==> src/sv/pis_pkg.sv <==
package pis_pkg;

    localparam int NUM_BINS     = 1500;
    localparam int BIN_WIDTH_US = 10;

    localparam logic [15:0] ETH_IPV4  = 16'h0800;
    localparam logic [7:0]  PROTO_UDP = 8'd17;

    localparam int ONE_SEC_US   = 1000000;
    localparam int OUTLIER_SECS = 5;
    localparam int OUTLIER_US   = OUTLIER_SECS * ONE_SEC_US;
    localparam int NUM_CLASSES  = 256;

    localparam int STAMP_W     = 48;
    localparam int CNT_W       = 32;
    localparam int ACC_W       = 64;
    localparam int READ_IDX_W  = 11;
    localparam int CLS_IDX_W   = $clog2(NUM_CLASSES);
    localparam int BIN_IDX_W   = $clog2(NUM_BINS + 1);
    localparam int CFG_IDX_W   = 3;
    localparam int CFG_DATA_W  = 32;

    // gaps that reach the bin divider are below the outlier limit
    localparam int GAP_W        = $clog2(OUTLIER_US);
    localparam int RECIP_SHIFT  = GAP_W + $clog2(BIN_WIDTH_US);
    localparam longint unsigned RECIP =
        ((64'd1 << RECIP_SHIFT) + 64'(BIN_WIDTH_US) - 64'd1) / 64'(BIN_WIDTH_US);
    localparam int RECIP_W      = GAP_W + 2;
    localparam int PROD_W       = GAP_W + RECIP_W;
    localparam int QUOT_W       = PROD_W - RECIP_SHIFT;

    localparam int CLR_LEN = (NUM_BINS + 1 > NUM_CLASSES) ? NUM_BINS + 1 : NUM_CLASSES;
    localparam int CLR_W   = $clog2(CLR_LEN);

    localparam int CMDQ_DEPTH = 2;
    localparam int OUTQ_DEPTH = 2;

    typedef enum logic [CFG_IDX_W-1:0] {
        REG_STATS_MODE  = 3'd0,
        REG_FILTER_MODE = 3'd1,
        REG_SOURCE_ADDR = 3'd2,
        REG_SOURCE_PORT = 3'd3,
        REG_DEST_PORT   = 3'd4
    } t_reg_idx;

    typedef enum logic [2:0] {
        OP_NONE,
        OP_RD_CLASS,
        OP_RD_BIN,
        OP_UPD_CLASS,
        OP_UPD_BIN
    } t_op;

    typedef struct packed {
        logic                  func;
        logic [15:0]           ethertype;
        logic [7:0]            ip_protocol;
        logic [31:0]           src_addr;
        logic [15:0]           src_port;
        logic [15:0]           dst_port;
        logic [7:0]            tos_class;
        logic [STAMP_W-1:0]    arrival_us;
        logic [READ_IDX_W-1:0] read_index;
    } t_in_item;

    typedef struct packed {
        logic             matched;
        logic             updated;
        logic [CNT_W-1:0] entry_count;
        logic [ACC_W-1:0] entry_sum_us;
        logic [ACC_W-1:0] entry_sum_sq;
        logic [CNT_W-1:0] total_matched;
        logic [CNT_W-1:0] unmatched_total;
    } t_out_item;

    typedef struct packed {
        t_op                   op;
        logic                  matched;
        logic                  outlier;
        logic [READ_IDX_W-1:0] index;
        logic [GAP_W-1:0]      gap;
        logic [CNT_W-1:0]      total_matched;
        logic [CNT_W-1:0]      unmatched_total;
    } t_cmd;

    typedef struct packed {
        logic [CNT_W-1:0] count;
        logic [ACC_W-1:0] sum;
        logic [ACC_W-1:0] sum_sq;
    } t_cls_entry;

endpackage

==> src/sv/pis_front.sv <==
module pis_front (
    input  logic                           i_clk,
    input  logic                           i_rst_n,
    input  logic                           i_push,
    input  pis_pkg::t_in_item              i_in_item,
    output logic                           o_full,
    input  logic                           i_busy,
    input  logic                           i_q_full,
    output logic                           o_cmd_push,
    output pis_pkg::t_cmd                  o_cmd,
    input  logic                           i_cfg_valid,
    output logic                           o_cfg_ready,
    input  logic [pis_pkg::CFG_IDX_W-1:0]  i_cfg_index,
    input  logic [pis_pkg::CFG_DATA_W-1:0] i_cfg_data
);

    logic        r_stats_mode;
    logic        r_filter_mode;
    logic [31:0] r_source_addr;
    logic [15:0] r_source_port;
    logic [15:0] r_dest_port;

    logic [pis_pkg::STAMP_W-1:0] r_last_stamp, n_last_stamp;
    logic                        r_stamp_valid, n_stamp_valid;
    logic [pis_pkg::CNT_W-1:0]   r_matched_total, n_matched_total;
    logic [pis_pkg::CNT_W-1:0]   r_reject_total, n_reject_total;

    logic                        accept;
    logic                        ip_udp;
    logic                        wild_ok;
    logic                        pass;
    logic                        miss;
    logic [pis_pkg::STAMP_W-1:0] gap_full;

    assign o_cfg_ready = 1'b1;
    assign o_full      = i_q_full || i_busy;
    assign accept      = i_push && !o_full;
    assign o_cmd_push  = accept;

    always_ff @(posedge i_clk) begin
        if (!i_rst_n) begin
            r_stats_mode  <= 1'b0;
            r_filter_mode <= 1'b0;
            r_source_addr <= '0;
            r_source_port <= '0;
            r_dest_port   <= '0;
        end else if (i_cfg_valid) begin
            unique case (pis_pkg::t_reg_idx'(i_cfg_index))
                pis_pkg::REG_STATS_MODE:  r_stats_mode  <= i_cfg_data[0];
                pis_pkg::REG_FILTER_MODE: r_filter_mode <= i_cfg_data[0];
                pis_pkg::REG_SOURCE_ADDR: r_source_addr <= i_cfg_data[31:0];
                pis_pkg::REG_SOURCE_PORT: r_source_port <= i_cfg_data[15:0];
                pis_pkg::REG_DEST_PORT:   r_dest_port   <= i_cfg_data[15:0];
                default: ;
            endcase
        end
    end

    // filter
    always_comb begin
        ip_udp  = (i_in_item.ethertype == pis_pkg::ETH_IPV4)
               && (i_in_item.ip_protocol == pis_pkg::PROTO_UDP);
        wild_ok = ((r_source_addr == '0) || (i_in_item.src_addr == r_source_addr))
               && ((r_source_port == '0) || (i_in_item.src_port == r_source_port))
               && ((r_dest_port == '0) || (i_in_item.dst_port == r_dest_port));
        if (!r_filter_mode) begin
            pass = ip_udp && (i_in_item.src_addr == r_source_addr);
            miss = 1'b0;
        end else begin
            pass = ip_udp && wild_ok;
            miss = ip_udp && !wild_ok;
        end
    end

    assign gap_full = i_in_item.arrival_us - r_last_stamp;

    always_comb begin
        n_last_stamp    = r_last_stamp;
        n_stamp_valid   = r_stamp_valid;
        n_matched_total = r_matched_total;
        n_reject_total  = r_reject_total;
        o_cmd.op        = pis_pkg::OP_NONE;
        o_cmd.matched   = 1'b0;
        o_cmd.outlier   = 1'b0;
        o_cmd.index     = i_in_item.func ? i_in_item.read_index
                                         : pis_pkg::READ_IDX_W'(i_in_item.tos_class);
        o_cmd.gap       = gap_full[pis_pkg::GAP_W-1:0];
        if (i_in_item.func) begin
            if (!r_stats_mode) begin
                if (32'(i_in_item.read_index) < 32'(pis_pkg::NUM_CLASSES)) begin
                    o_cmd.op = pis_pkg::OP_RD_CLASS;
                end
            end else if (32'(i_in_item.read_index) <= 32'(pis_pkg::NUM_BINS)) begin
                o_cmd.op = pis_pkg::OP_RD_BIN;
            end
        end else if (pass) begin
            o_cmd.matched = 1'b1;
            if (r_stamp_valid) begin
                if (!r_stats_mode) begin
                    if (gap_full < pis_pkg::STAMP_W'(pis_pkg::ONE_SEC_US)) begin
                        o_cmd.op = pis_pkg::OP_UPD_CLASS;
                    end
                end else begin
                    o_cmd.op      = pis_pkg::OP_UPD_BIN;
                    o_cmd.outlier = gap_full >= pis_pkg::STAMP_W'(pis_pkg::OUTLIER_US);
                end
            end
            if (r_stats_mode) begin
                n_matched_total = r_matched_total + 1'b1;
            end
            n_last_stamp  = i_in_item.arrival_us;
            n_stamp_valid = 1'b1;
        end else if (miss) begin
            n_reject_total = r_reject_total + 1'b1;
        end
        o_cmd.total_matched   = n_matched_total;
        o_cmd.unmatched_total = n_reject_total;
    end

    always_ff @(posedge i_clk) begin
        if (!i_rst_n) begin
            r_last_stamp    <= '0;
            r_stamp_valid   <= 1'b0;
            r_matched_total <= '0;
            r_reject_total  <= '0;
        end else if (accept) begin
            r_last_stamp    <= n_last_stamp;
            r_stamp_valid   <= n_stamp_valid;
            r_matched_total <= n_matched_total;
            r_reject_total  <= n_reject_total;
        end
    end

endmodule

==> config.mk <==
export PLATFORM = sky130hd
export DESIGN_NAME = pis_front
export DESIGN_NICKNAME = d
export VERILOG_FILES = /design/src/sv/pis_pkg.sv /design/src/sv/pis_front.sv
export SDC_FILE = /design/constraint.sdc
export NUM_CORES = 1
export LEC_CHECK = 0
export BUFFER_PORTS_ARGS = -buffer_cell sky130_fd_sc_hd__buf_2
export CAP_MARGIN = 15
export CORE_UTILIZATION = 60
export DETAILED_ROUTE_END_ITERATION = 10
export PLACE_DENSITY = 0.91
export SLEW_MARGIN = 5
export SYNTH_ARGS = -nofsm -noshare
export SYNTH_HDL_FRONTEND = slang
export SYNTH_SLANG_ARGS = --single-unit
==> constraint.sdc <==
create_clock -name i_clk -period 8.5 [get_ports i_clk]
set_clock_uncertainty 0.2 [all_clocks]
set_input_delay 2.125 -clock i_clk [delete_from_list [all_inputs] [get_ports i_clk]]
set_output_delay 2.125 -clock i_clk [all_outputs]
set_load 0.005 [all_outputs]
==> metrics.md <==
| Metric | Value |
|---|---|
| Yosys reg bits | 179 |
| Synth unique cells | 77 |
| Vias post-DR | 13900 |
| Nets | 2276 |
| RSZ-0062 raised after global routing | false |
| Crit path launch type | input pin |
| Area delta synth->final | 16.7% |
| TNS Setup | 0 ns |
| Worst-Margin Slew | 0.994 ns |
| Leading area contributor after synthesis | dfxtp_1 |
| Area of the mapped netlist | 13200 sq um |
| Routability cong. | 0.986 |
| Tmin final | 7.98 ns |
| Routed wire length per instance | 18.4 um |
| Top_reg_cell synth | dfxtp_1 |
| Worst hold path type | register to register |
| Worst relative slew slack | 33.7% |
| Count leader, synth | nand2_1 |
| Synth top area cells | dfxtp_1 27%, nand2_1 9.7%, a21boi_0 7.5% |
| CP peak stage delay | 0.70 ns |
| DPL Wire Length | 32800 um |
| Syn nets | 2034 |
| Ratio of cells with drive above 1 in the final layout | 18.9% |
| Final Cell Area | 15500 sq um |
| Worst VDD drop | 140 uV |
| CP cell instances | buf_2 > nor4_1 > nand4_1 > nor2_2 > inv_1 > a211oi_4 > nand2_1 > or4_1 > or2_1 > nor2_2 > xor2_1 > buf_2 |
| Setup crit end kind | output port |
| Clk_lat worst skew | 0.44 ns |
| Yosys top cell area share | 27.1% |
| Yosys warns | 0 |
| H-tree depth | 4 |
| Cell Pwr Density | 133 nW/um^2 |
| Post-CTS Resized | 0 |
| IO buf count | 301 |
| Avg Inst Size Synth | 7.41 sq um |
| CTS Hold Bufs | 0 |
| Gr ovfl total | 0 |
| Post-CTS setup buffer count | 0 |
| CTS tree | yes |
| Clk buf depth | 2 |
| DP Cell Count | 2285 |
| Core area | 21400 sq um |
| Final wirelength | 42600 um |
| Max Slew Vio Count | 0 |
| Peak fanout along the critical path | 6 |
| Worst Path Required | 6.18 ns |
| Post-Place Cell Area | 14800 sq um |
| Die X | 151 um |
| Dpl ws | 0.600 ns |
| # setup viols final | 0 |
| Clock Tree Root | clkbuf_16 |
| Sequential share of the synthesized area | 27.1% |
| Synth Instances | 1787 |
| Max Cap Viol | 0 |
| Drc violations | 0 |
| Post-DR vias/cell | 6.00 |
| Async set-reset flop share out of synthesis | 0% |
| Status | finished, final reports clean |
| Non-Filler Instances | 2320 |
| CP max stage cell | or4_1 |
| Maximum number of pins on one net before global-route repair | 105 |
| Vias in the first global route | 13500 |
| Crit Path Class | input pin to output port |
| Final hold violations | 0 |
| Ports | 303 |
| Buf/Inv on CP | 3 |
| Clk sinks | 179 |
| Die height | 151 um |
| EDFF count, synth | 0 |
| Initial Util | 62.0% |
| Die ar. | 22700 sq um |
| Top post-synthesis cells by count | 342 x nand2_1, 179 x dfxtp_1, 132 x a21boi_0 |
| GRT Resource Usage Total | 37.2% |
| DR pass1 iterations | 6 |
| Arr. time, crit path | 5.65 ns |
| Initial antenna violation count | 4 |
| Worst-path clk slew | 0.08 ns |
| Crit-path leading delay family | simple AND/OR/NAND/NOR gates |
| Post-route ant nets | 0 |
| Num CTS Buffers | 17 |
| Fmax | 125 MHz |
| DRT iter0 DRCs | 995 |
| First-pass GRT wire length | 66100 um |
| Row count | 53 |
| LEAKAGE | 6.22 nW |
| Final worst setup slack | 0.521 ns |
| Final clock period utilization by the worst path | 93.9% |
[power by group]
group | internal [mW] | switching [mW]
clock | 0.411 | 0.435
combinational | 0.146 | 0.212
sequential | 0.845 | 0.00876
[area by class of cell]
class,instances,area [sq um]
multi-input combinational,1438,9000
fill,1657,5900
sequential,179,3580
timing repair buffer,310,1580
clock buffer,17,425
tap,275,344
inverter,83,312
clock inverter,15,209
antenna,3,7.51
[worst register-to-register path, stage by stage, from the launching register on]
cell       delay [ns]
dfxtp_1          0.42
xnor2_1          0.17
nand4_1          0.14
nor4_2           0.50
a22oi_1          0.31
a2111oi_2        0.66
nand3_1          0.51
nor3_1           0.40
nand2_1          0.12
xnor2_1          0.13
and2_1           0.16
[through the flow]
step / hold WS [ns] / util, % / power (mW)
floorplan: 0.241 / - / 1.08
global placement: 0.249 / 69.4 / 1.22
detailed placement: 0.259 / 69.4 / 1.22
CTS: 0.270 / 72.3 / 2.06
global route: 0.283 / 72.4 / 2.13
finish: 0.266 / 72.4 / 2.06
[final timing paths]
kind                    startpoint                  end  slack, ns  depth (start not counted)
hold reg to reg   r_last_stamp[32]     r_last_stamp[32]       0.27                          2
setup reg to reg  r_source_addr[1]  r_matched_total[28]       4.69                         10
hold / removal    r_last_stamp[32]     r_last_stamp[32]       0.27                          2
setup / recovery    i_in_item[140]            o_cmd[55]       0.52                         12
[layout by cell type (no fill, tap or decap), types with 52 or more instances in the layout]
cell type	count
buf_2	300
xor2_1	101
a21oi_1	70
and2_1	56
o21ai_0	64
inv_1	83
xnor2_1	107
a21boi_0	132
nor2_1	110
nand4_1	56
dfxtp_1	179
nand2_1	342
nand3_1	52
[registers in the layout, summed over array words and instances (netlist names)]
register         flops
r_source_port       16
r_matched_total     32
r_dest_port         16
r_stats_mode         1
r_stamp_valid        1
r_last_stamp        48
r_reject_total      32
r_filter_mode        1
r_source_addr       32
[per-layer routing]
metal / part of all wire, % / up-vias / GRT usage (%)
met5: 0.019 / - / 0
li1: - / 6661 / -
met4: 5.1 / 2 / 19.2
met2: 50 / 613 / 68.0
met3: 5.8 / 135 / 6.55
met1: 39 / 6514 / 40.8
[kinds of logic (layout without fill, tap and decap cells)]
group,Yosys count,in the layout,share of synthesized area [%]
AOI/OAI and AO/OA,379,379,19.7
xor gates and xnor gates,208,208,13.8
adders and majority gates,50,50,4.78
buffers and inverters,170,425,5.00
DFF,179,179,27.1
muxes,13,13,1.09
other,1,4,0.0283
and+or+nand+nor,787,787,28.5
No activity file was read; power rests on OpenSTA's default activity.
