<file path="src/sv/pis_pkg.sv">
package pis_pkg;

    localparam int NUM_BINS     = 1500;
    localparam int BIN_WIDTH_US = 10;

    localparam logic [15:0] ETH_IPV4  = 16'h0800;
    localparam logic [7:0]  PROTO_UDP = 8'd17;

    localparam int ONE_SEC_US   = 1000000;
    localparam int OUTLIER_SECS = 5;
    localparam int OUTLIER_US   = OUTLIER_SECS * ONE_SEC_US;
    localparam int NUM_CLASSES  = 256;

    localparam int STAMP_W     = 48;
    localparam int CNT_W       = 32;
    localparam int ACC_W       = 64;
    localparam int READ_IDX_W  = 11;
    localparam int CLS_IDX_W   = $clog2(NUM_CLASSES);
    localparam int BIN_IDX_W   = $clog2(NUM_BINS + 1);
    localparam int CFG_IDX_W   = 3;
    localparam int CFG_DATA_W  = 32;

    // gaps that reach the bin divider are below the outlier limit
    localparam int GAP_W        = $clog2(OUTLIER_US);
    localparam int RECIP_SHIFT  = GAP_W + $clog2(BIN_WIDTH_US);
    localparam longint unsigned RECIP =
        ((64'd1 << RECIP_SHIFT) + 64'(BIN_WIDTH_US) - 64'd1) / 64'(BIN_WIDTH_US);
    localparam int RECIP_W      = GAP_W + 2;
    localparam int PROD_W       = GAP_W + RECIP_W;
    localparam int QUOT_W       = PROD_W - RECIP_SHIFT;

    localparam int CLR_LEN = (NUM_BINS + 1 > NUM_CLASSES) ? NUM_BINS + 1 : NUM_CLASSES;
    localparam int CLR_W   = $clog2(CLR_LEN);

    localparam int CMDQ_DEPTH = 2;
    localparam int OUTQ_DEPTH = 2;

    typedef enum logic [CFG_IDX_W-1:0] {
        REG_STATS_MODE  = 3'd0,
        REG_FILTER_MODE = 3'd1,
        REG_SOURCE_ADDR = 3'd2,
        REG_SOURCE_PORT = 3'd3,
        REG_DEST_PORT   = 3'd4
    } t_reg_idx;

    typedef enum logic [2:0] {
        OP_NONE,
        OP_RD_CLASS,
        OP_RD_BIN,
        OP_UPD_CLASS,
        OP_UPD_BIN
    } t_op;

    typedef struct packed {
        logic                  func;
        logic [15:0]           ethertype;
        logic [7:0]            ip_protocol;
        logic [31:0]           src_addr;
        logic [15:0]           src_port;
        logic [15:0]           dst_port;
        logic [7:0]            tos_class;
        logic [STAMP_W-1:0]    arrival_us;
        logic [READ_IDX_W-1:0] read_index;
    } t_in_item;

    typedef struct packed {
        logic             matched;
        logic             updated;
        logic [CNT_W-1:0] entry_count;
        logic [ACC_W-1:0] entry_sum_us;
        logic [ACC_W-1:0] entry_sum_sq;
        logic [CNT_W-1:0] total_matched;
        logic [CNT_W-1:0] unmatched_total;
    } t_out_item;

    typedef struct packed {
        t_op                   op;
        logic                  matched;
        logic                  outlier;
        logic [READ_IDX_W-1:0] index;
        logic [GAP_W-1:0]      gap;
        logic [CNT_W-1:0]      total_matched;
        logic [CNT_W-1:0]      unmatched_total;
    } t_cmd;

    typedef struct packed {
        logic [CNT_W-1:0] count;
        logic [ACC_W-1:0] sum;
        logic [ACC_W-1:0] sum_sq;
    } t_cls_entry;

endpackage

</file>
<file path="src/sv/pis_cmd_queue.sv">
module pis_cmd_queue (
    input  logic          i_clk,
    input  logic          i_rst_n,
    input  logic          i_push,
    input  pis_pkg::t_cmd i_cmd,
    output logic          o_full,
    output logic          o_valid,
    output pis_pkg::t_cmd o_head,
    input  logic          i_pop
);

    localparam int PTR_W = (pis_pkg::CMDQ_DEPTH > 1) ? $clog2(pis_pkg::CMDQ_DEPTH) : 1;
    localparam int CNT_W = $clog2(pis_pkg::CMDQ_DEPTH + 1);

    pis_pkg::t_cmd    r_q [pis_pkg::CMDQ_DEPTH];
    logic [PTR_W-1:0] r_wp, r_rp;
    logic [CNT_W-1:0] r_cnt;
    logic             do_push, do_pop;

    assign o_full  = r_cnt == CNT_W'(pis_pkg::CMDQ_DEPTH);
    assign o_valid = r_cnt != '0;
    assign o_head  = r_q[r_rp];
    assign do_push = i_push && !o_full;
    assign do_pop  = i_pop && o_valid;

    always_ff @(posedge i_clk) begin
        if (!i_rst_n) begin
            r_wp  <= '0;
            r_rp  <= '0;
            r_cnt <= '0;
        end else begin
            if (do_push) begin
                r_wp <= (r_wp == PTR_W'(pis_pkg::CMDQ_DEPTH - 1)) ? '0 : r_wp + 1'b1;
            end
            if (do_pop) begin
                r_rp <= (r_rp == PTR_W'(pis_pkg::CMDQ_DEPTH - 1)) ? '0 : r_rp + 1'b1;
            end
            r_cnt <= r_cnt + CNT_W'(do_push) - CNT_W'(do_pop);
        end
    end

    always_ff @(posedge i_clk) begin
        if (do_push) begin
            r_q[r_wp] <= i_cmd;
        end
    end

endmodule

</file>
<file path="config.mk">
export PLATFORM = sky130hd
export DESIGN_NAME = pis_cmd_queue
export DESIGN_NICKNAME = d
export VERILOG_FILES = /design/src/sv/pis_pkg.sv /design/src/sv/pis_cmd_queue.sv
export SDC_FILE = /design/constraint.sdc
export NUM_CORES = 1
export LEC_CHECK = 0
export ABC_AREA = 1
export BUFFER_PORTS_ARGS = -buffer_cell sky130_fd_sc_hd__buf_4
export CAP_MARGIN = 20
export CORE_MARGIN = 2
export CORE_UTILIZATION = 50
export CTS_CLUSTER_SIZE = 20
export DETAILED_ROUTE_END_ITERATION = 8
export GPL_TIMING_DRIVEN = 0
export PLACE_DENSITY = 0.82
export SLEW_MARGIN = 15
export SYNTH_ARGS = -nofsm -noshare
export SYNTH_HDL_FRONTEND = slang
export SYNTH_SLANG_ARGS = --single-unit
</file>
<file path="constraint.sdc">
create_clock -name i_clk -period 13.97 [get_ports i_clk]
set_input_delay 1.397 -clock i_clk [delete_from_list [all_inputs] [get_ports i_clk]]
set_output_delay 1.397 -clock i_clk [all_outputs]
set_load 0.005 [all_outputs]
</file>
==> results of run 1 <==
==> registers in the layout (all words and copies together), names as in the netlist, named ones only <==
signal	cells
r_cnt	2
r_q	206
r_rp	1
r_wp	1
==> power by group <==
| group | switching (mW) | internal (mW) | total [mW] |
|---|---|---|---|
| combinational | 0.197 | 0.254 | 0.451 |
| clock | 0.214 | 0.335 | 0.549 |
| sequential | 0.0221 | 0.802 | 0.824 |
==> Yosys cell counts, drive strengths merged <==
cell	number	area share, %
mux2	103	15
a21oi	2	0.13
edfxtp	206	80
buf	11	1.3
dfxtp	5	1.3
nor2	8	0.39
ha	2	0.33
nand3	3	0.20
inv	9	0.44
nand2	9	0.44
==> final cells by class <==
cell class	count	area, um2
inverter	9	38.8
fill	979	4820
clock buffer	29	598
timing repair buffer	216	1710
sequential	211	6290
clock inverter	8	82.6
tap	188	235
buffer	11	101
multi-input combinational	127	1280
==> cell families after synthesis <==
group / synth area share, %
flops: 81.7
buf+inv: 1.76
fa+ha+maj: 0.325
simple gates: 1.02
compound gates: 0.130
mux: 15.1
==> per-stage QoR <==
stage / instance area, um2 / std cells / util, % / worst slack [ns] / power (mW)
final: 10300 / 799 / 68.2 / 10.74 / 1.82
after global routing: 10300 / 799 / 68.2 / 10.64 / 1.91
after CTS: 10300 / 799 / 68.2 / 10.68 / 1.85
after detailed placement: 9650 / 762 / 63.7 / 11.14 / 1.29
after global placement: 9510 / 757 / 62.8 / 5.51 / 1.27
after floorplan: 7690 / 358 / - / 7.65 / 1.06
==> routing by layer <==
layer	share of wire, %	GRT usage (%)	up-vias	wire, um
met5	0	0	-	0
met3	8.0	5.51	26	1170
met1	37	20.5	1993	5440
met2	53	30.6	164	7660
li1	-	-	1875	-
met4	2.0	4.59	0	294
==> worst max-delay path, stage by stage (launching register included) <==
cell and delay [ns]:
dfxtp_1 0.37, buf_4 0.28, buf_6 0.20, mux2_2 0.35, buf_4 0.14
==> worst paths after layout <==
check,startpoint,endpoint,depth (start not counted)
setup / recovery,flip-flop,o_head[42],4
hold / removal,r_rp$_SDFFE_PN0P_,r_rp$_SDFFE_PN0P_,2
setup reg to reg,r_cnt[0]$_SDFF_PN0_,r_q[1][32]$_DFFE_PP_,5
hold reg to reg,r_rp$_SDFFE_PN0P_,r_rp$_SDFFE_PN0P_,2
==> key figures, run 1 <==
Power and ir drop
  – Leakage power: 3.91 nW
  – Power per cell area: 177 nW/um2
  – Max VDD drop: 0.131 mV

Synthesis
  – Post-Syn Instances: 358
  – Sequential area share after synthesis: 81.7%
  – Synth Cell Area: 7690 um2
  – Cell variety after synth: 12
  – Ys Warns: 0
  – Post-synthesis area per instance: 21.5 um2
  – #FFs+latches synth: 211
  – Syn nets: 467

Placed design
  – Port Buf Inserts: 211
  – Final RePlAce weighted congestion: 0.735
  – Post-DP HPWL: 9850 um

STA
  – Setup_tns: 0 ns
  – Slew headroom: 61.8%
  – Period utilization: 23.1%
  – Slew Viols, Final: 0
  – Worst slew pin tran: 0.573 ns
  – Skew final: 0.00895 ns
  – Hold Slack: 0.530 ns
  – # setup viols final: 0
  – Min cycle time layout: 3.23 ns
  – Maximum operating frequency: 309 MHz
  – Final hold violation count: 0
  – RSZ-0062 raised after global routing: false

Route
  – Total vias in the final route: 4,058
  – Vias per cell: 5.08
  – DR iter-0 viols: 196
  – Residual DRC: 0
  – Total wire length: 14,600 um
  – Pre-Repair DR Iteration Count: 4
  – WL per Instance: 18.2 um
  – Routed Antenna Nets: 0

Global route
  – Total congestion overflow: 0
  – Largest net degree at the start of global routing: 58
  – Initial antenna violation count: 0
  – Total track usage: 17.3%
  – First-pass GRT wire length: 22,000 um
  – Vias in the first global route: 4,346

Die
  – Initial Utilization: 50.8%
  – DIE HEIGHT: 128 um
  – Io pins: 212
  – Core Region: 15,100 um2
  – Site Rows: 45
  – Chip Width: 128 um
  – Die area: 16,400 um2

Clock network
  – Post-CTS sizing: 0
  – Clock Root Buffer: clkbuf_16
  – Post CTS Setup Buffer Count: 0
  – CTS Sinks: 211
  – Clk pin slew, worst setup/hold paths: 0.06 ns
  – Worst-Skew Late Latency: 0.49 ns
  – H-tree level count: 1
  – CTS tree: built
  – Hold buffer count at CTS: 0
  – CTS buffer count: 22
  – Clock buffer depth: 3

Min path
  – Class of the worst hold path: reg2reg

Final layout
  – Most frequent cells in the layout: buf_4 (212), edfxtp_1 (206), mux2_2 (103)
  – Commonest non-fill, non-tap cell in the layout: buf_4
  – Share of cells above drive strength 1: 58.4%
  – Layout area overhead: 34.2%
  – Antenna cell count: 0
  – Final #Nets: 707

Setup path
  – CP endpoint kind: output pin
  – Startpoint types: flip-flop
  – Worst Setup Path Type: reg2out
  – Crit path required time: 12.57 ns
  – Worst Path Arrival: 1.84 ns
  – Crit-path max FO: 10
  – Flop2flop setup slack: 12.09 ns

Run status
  – Status: finished clean

Flow run
  – Max Cap Violations: 0
Power figures use the tool's default switching activity.
==> inputs of run 2 (changes only) <==
- CORE_UTILIZATION: 50 -> 47
- PLACE_DENSITY: 0.82 -> 0.81
- clock period: 13.97 -> 2.8 ns (I/O delays scaled with it)
==> run 2 against run 1 <==
Global-route usage up 1.3 points. Clock power increased to 5.0 times the previous value. Worst hold slack worse by 0.44 ns. Register-to-register slack lost 11 ns. Critical path type unchanged. Largest power group unchanged.
==> key figures, run 2 (synthesis gave the netlist of run 1 again) <==
Run status
  – Status: finished clean

Setup path
  – Worst Path Arrival: 1.81 ns (-0.03 ns)
  – Startpoint types: flip-flop
  – Worst Setup Path Type: reg2out
  – Crit-path max FO: 10 (unchanged)
  – CP endpoint kind: output pin
  – Crit path required time: 2.52 ns (-10.05 ns)

Final layout
  – Antenna cell count: 0 (unchanged)
  – Most frequent cells in the layout: buf_4 (212), edfxtp_1 (206), dlygate4sd3_1 (104)
  – Biggest regs: r_q: 206 flops, r_cnt: 2 flops
  – Layout area overhead: 48.9%
  – Commonest non-fill, non-tap cell in the layout: buf_4
  – FILL cells: 965 (-1.4%)
  – Share of cells above drive strength 1: 50.5% (-7.9 points)
  – Final Util: 71.9% (+3.7 points)
  – Area occupied by multi-input gates: 1280 um2 (unchanged)
  – Final #Nets: 813 (+15%)
  – Largest register FFs: 206 (unchanged)
  – Reg area: 6290 um2 (unchanged)
  – Biggest register: r_q

STA
  – Hold Slack: 0.0871 ns (-0.443 ns)
  – RSZ-0062 raised after global routing: false
  – Final hold violation count: 0 (unchanged)
  – Worst slew pin tran: 0.693 ns (+0.121 ns)
  – # setup viols final: 0 (unchanged)
  – Final worst slack: 0.707 ns (-10.03 ns)
  – Slew headroom: 53.7% (-8.1 points)
  – Slew Viols, Final: 0 (unchanged)
  – Min cycle time layout: 2.09 ns
  – Setup_tns: 0 ns (unchanged)
  – Skew final: 0.0128 ns (+0.00387 ns)
  – Period utilization: 74.7%
  – Maximum operating frequency: 478 MHz

Global route
  – Most Crowded Layer GR: met2
  – M1 GR Usage: 20.7% (+0.28 points)
  – Largest net degree at the start of global routing: 38 (-34%)
  – Met2 Use GR: 34.8% (+4.2 points)
  – Initial antenna violation count: 0 (unchanged)
  – First-pass GRT wire length: 25,500 um (+16%)
  – Vias in the first global route: 5,068 (+17%)
  – Met3 track demand over resource: 4.46% (-1.0 points)
  – Total track usage: 18.5% (+1.3 points)
  – Total congestion overflow: 0 (unchanged)

Power and ir drop
  – Logic pwr share: 26.0% (+1.3 points)
  – Max VDD drop: 0.665 mV (+410%)
  – Leakage power: 4.36 nW (+12%)
  – NetSw: 2.24 mW (+420%)
  – Reg power frac: 44.2% (-1.0 points)
  – Clock power frac: 29.7% (-0.4 points)
  – Int Power: 7.07 mW (+410%)
  – Power per cell area: 812 nW/um2 (+360%)
  – Switching portion of total power: 24.1% (+0.33 points)

Flow run
  – Max Cap Violations: 0 (unchanged)

Clock network
  – CTS Sinks: 211 (unchanged)
  – Clock buffer depth: 3 (unchanged)
  – Clock Root Buffer: clkbuf_16
  – Clk pin slew, worst setup/hold paths: 0.06 ns (about the same)
  – CTS tree: built
  – Worst-Skew Late Latency: 0.48 ns (about the same)
  – CTS buffer count: 22 (unchanged)
  – H-tree level count: 1 (unchanged)

Die
  – Io pins: 212 (unchanged)
  – Core Region: 15,900 um2 (+5.3%)
  – Die area: 17,400 um2 (+6.2%)
  – Initial Utilization: 48.3% (-2.5 points)
  – Chip Width: 132 um (+3.0%)
  – DIE HEIGHT: 132 um (+3.0%)
  – Site Rows: 46 (+2.2%)

Route
  – DR iter-0 viols: 157 (-20%)
  – Pre-Repair DR Iteration Count: 7 (+3)
  – WL per Instance: 17.6 um (-3.4%)
  – Routed Antenna Nets: 0 (unchanged)
  – Total wire length: 16,500 um (+13%)
  – Residual DRC: 0 (unchanged)
  – Vias per cell: 4.81 (-5.2%)
  – Total vias in the final route: 4,500 (+11%)

Min path
  – Class of the worst hold path: in2reg

Placed design
  – Port Buf Inserts: 211 (unchanged)
  – Post-DP HPWL: 10,000 um (+1.7%)
  – Final RePlAce weighted congestion: 0.730 (-0.65%)
  – Setup WS pre-CTS: 0.730 ns (-10.41 ns)
-- run 2: cell count changes in the layout (fill, tap and decap cells not counted) --
cell	change
inv_6	-1
clkinv_1	-2
buf_12	+2
clkinv_2	+3
clkinvlp_4	+2
dlygate4sd3_1	+104
-- run 2: per-layer routing --
| layer | up-vias | part of all wire [%] |
|---|---|---|
| met2 | 170 | 54 |
| li1 | 2090 | - |
| met4 | 0 | 2.1 |
| met5 | - | 0 |
| met1 | 2207 | 37 |
| met3 | 33 | 6.8 |
-- run 2: path summary, 6_finish.rpt --
path	depth (start not counted)	end	slack (ns)	start
worst max-delay path	4	o_head[84]	0.71	flip-flop
worst min-delay path	3	r_wp$_SDFFE_PN0P_	0.09	i_push
worst max register to register	6	r_q[0][97]$_DFFE_PP_	0.71	r_cnt[0]$_SDFF_PN0_
worst min register to register	2	r_rp$_SDFFE_PN0P_	0.53	r_rp$_SDFFE_PN0P_
-- run 2: timing repair --
item / CTS / global route
hold buffers: 104 / 0
setup endpoints to repair: 0 / 0
buffers inserted: 0 / 0
gates resized for setup: 0 / 0
hold endpoints to repair: 207 / 0
-- run 2: power by group through the flow --
stage | combinational, mW | clock [mW] | sequential [mW]
6_report | 2.42 | 2.77 | 4.12
3_5_place_dp | 2.30 | 0 | 4.18
2_1_floorplan | 1.10 | 0 | 4.16
5_1_grt | 2.60 | 2.97 | 4.15
4_1_cts | 2.44 | 2.84 | 4.12
3_3_place_gp | 2.12 | 0 | 4.19
-- run 2: critical path: stages, from the launching register on --
cell and delay [ns]:
dfxtp_1 0.37, buf_4 0.26, buf_6 0.19, mux2_2 0.36, buf_4 0.14
-- run 2: final cells by class --
type | count | area share (%)
inverters | 9 | 0.328
multi-input cells | 127 | 11.2
repair buffers | 322 | 24.3
clock buffers | 29 | 5.22
plain buffers | 11 | 0.884
flip-flops and latches | 211 | 54.9
clock inverters | 10 | 0.852
well taps | 216 | 2.36
-- run 2: through the flow --
step                      cells  total power, mW  area [um2]
after floorplan             358             5.25        7710
after global placement      785             6.30        9560
after detailed placement    792             6.48        9720
after CTS                   935             9.39       11500
after global routing        935             9.72       11500
final                       935             9.31       11500
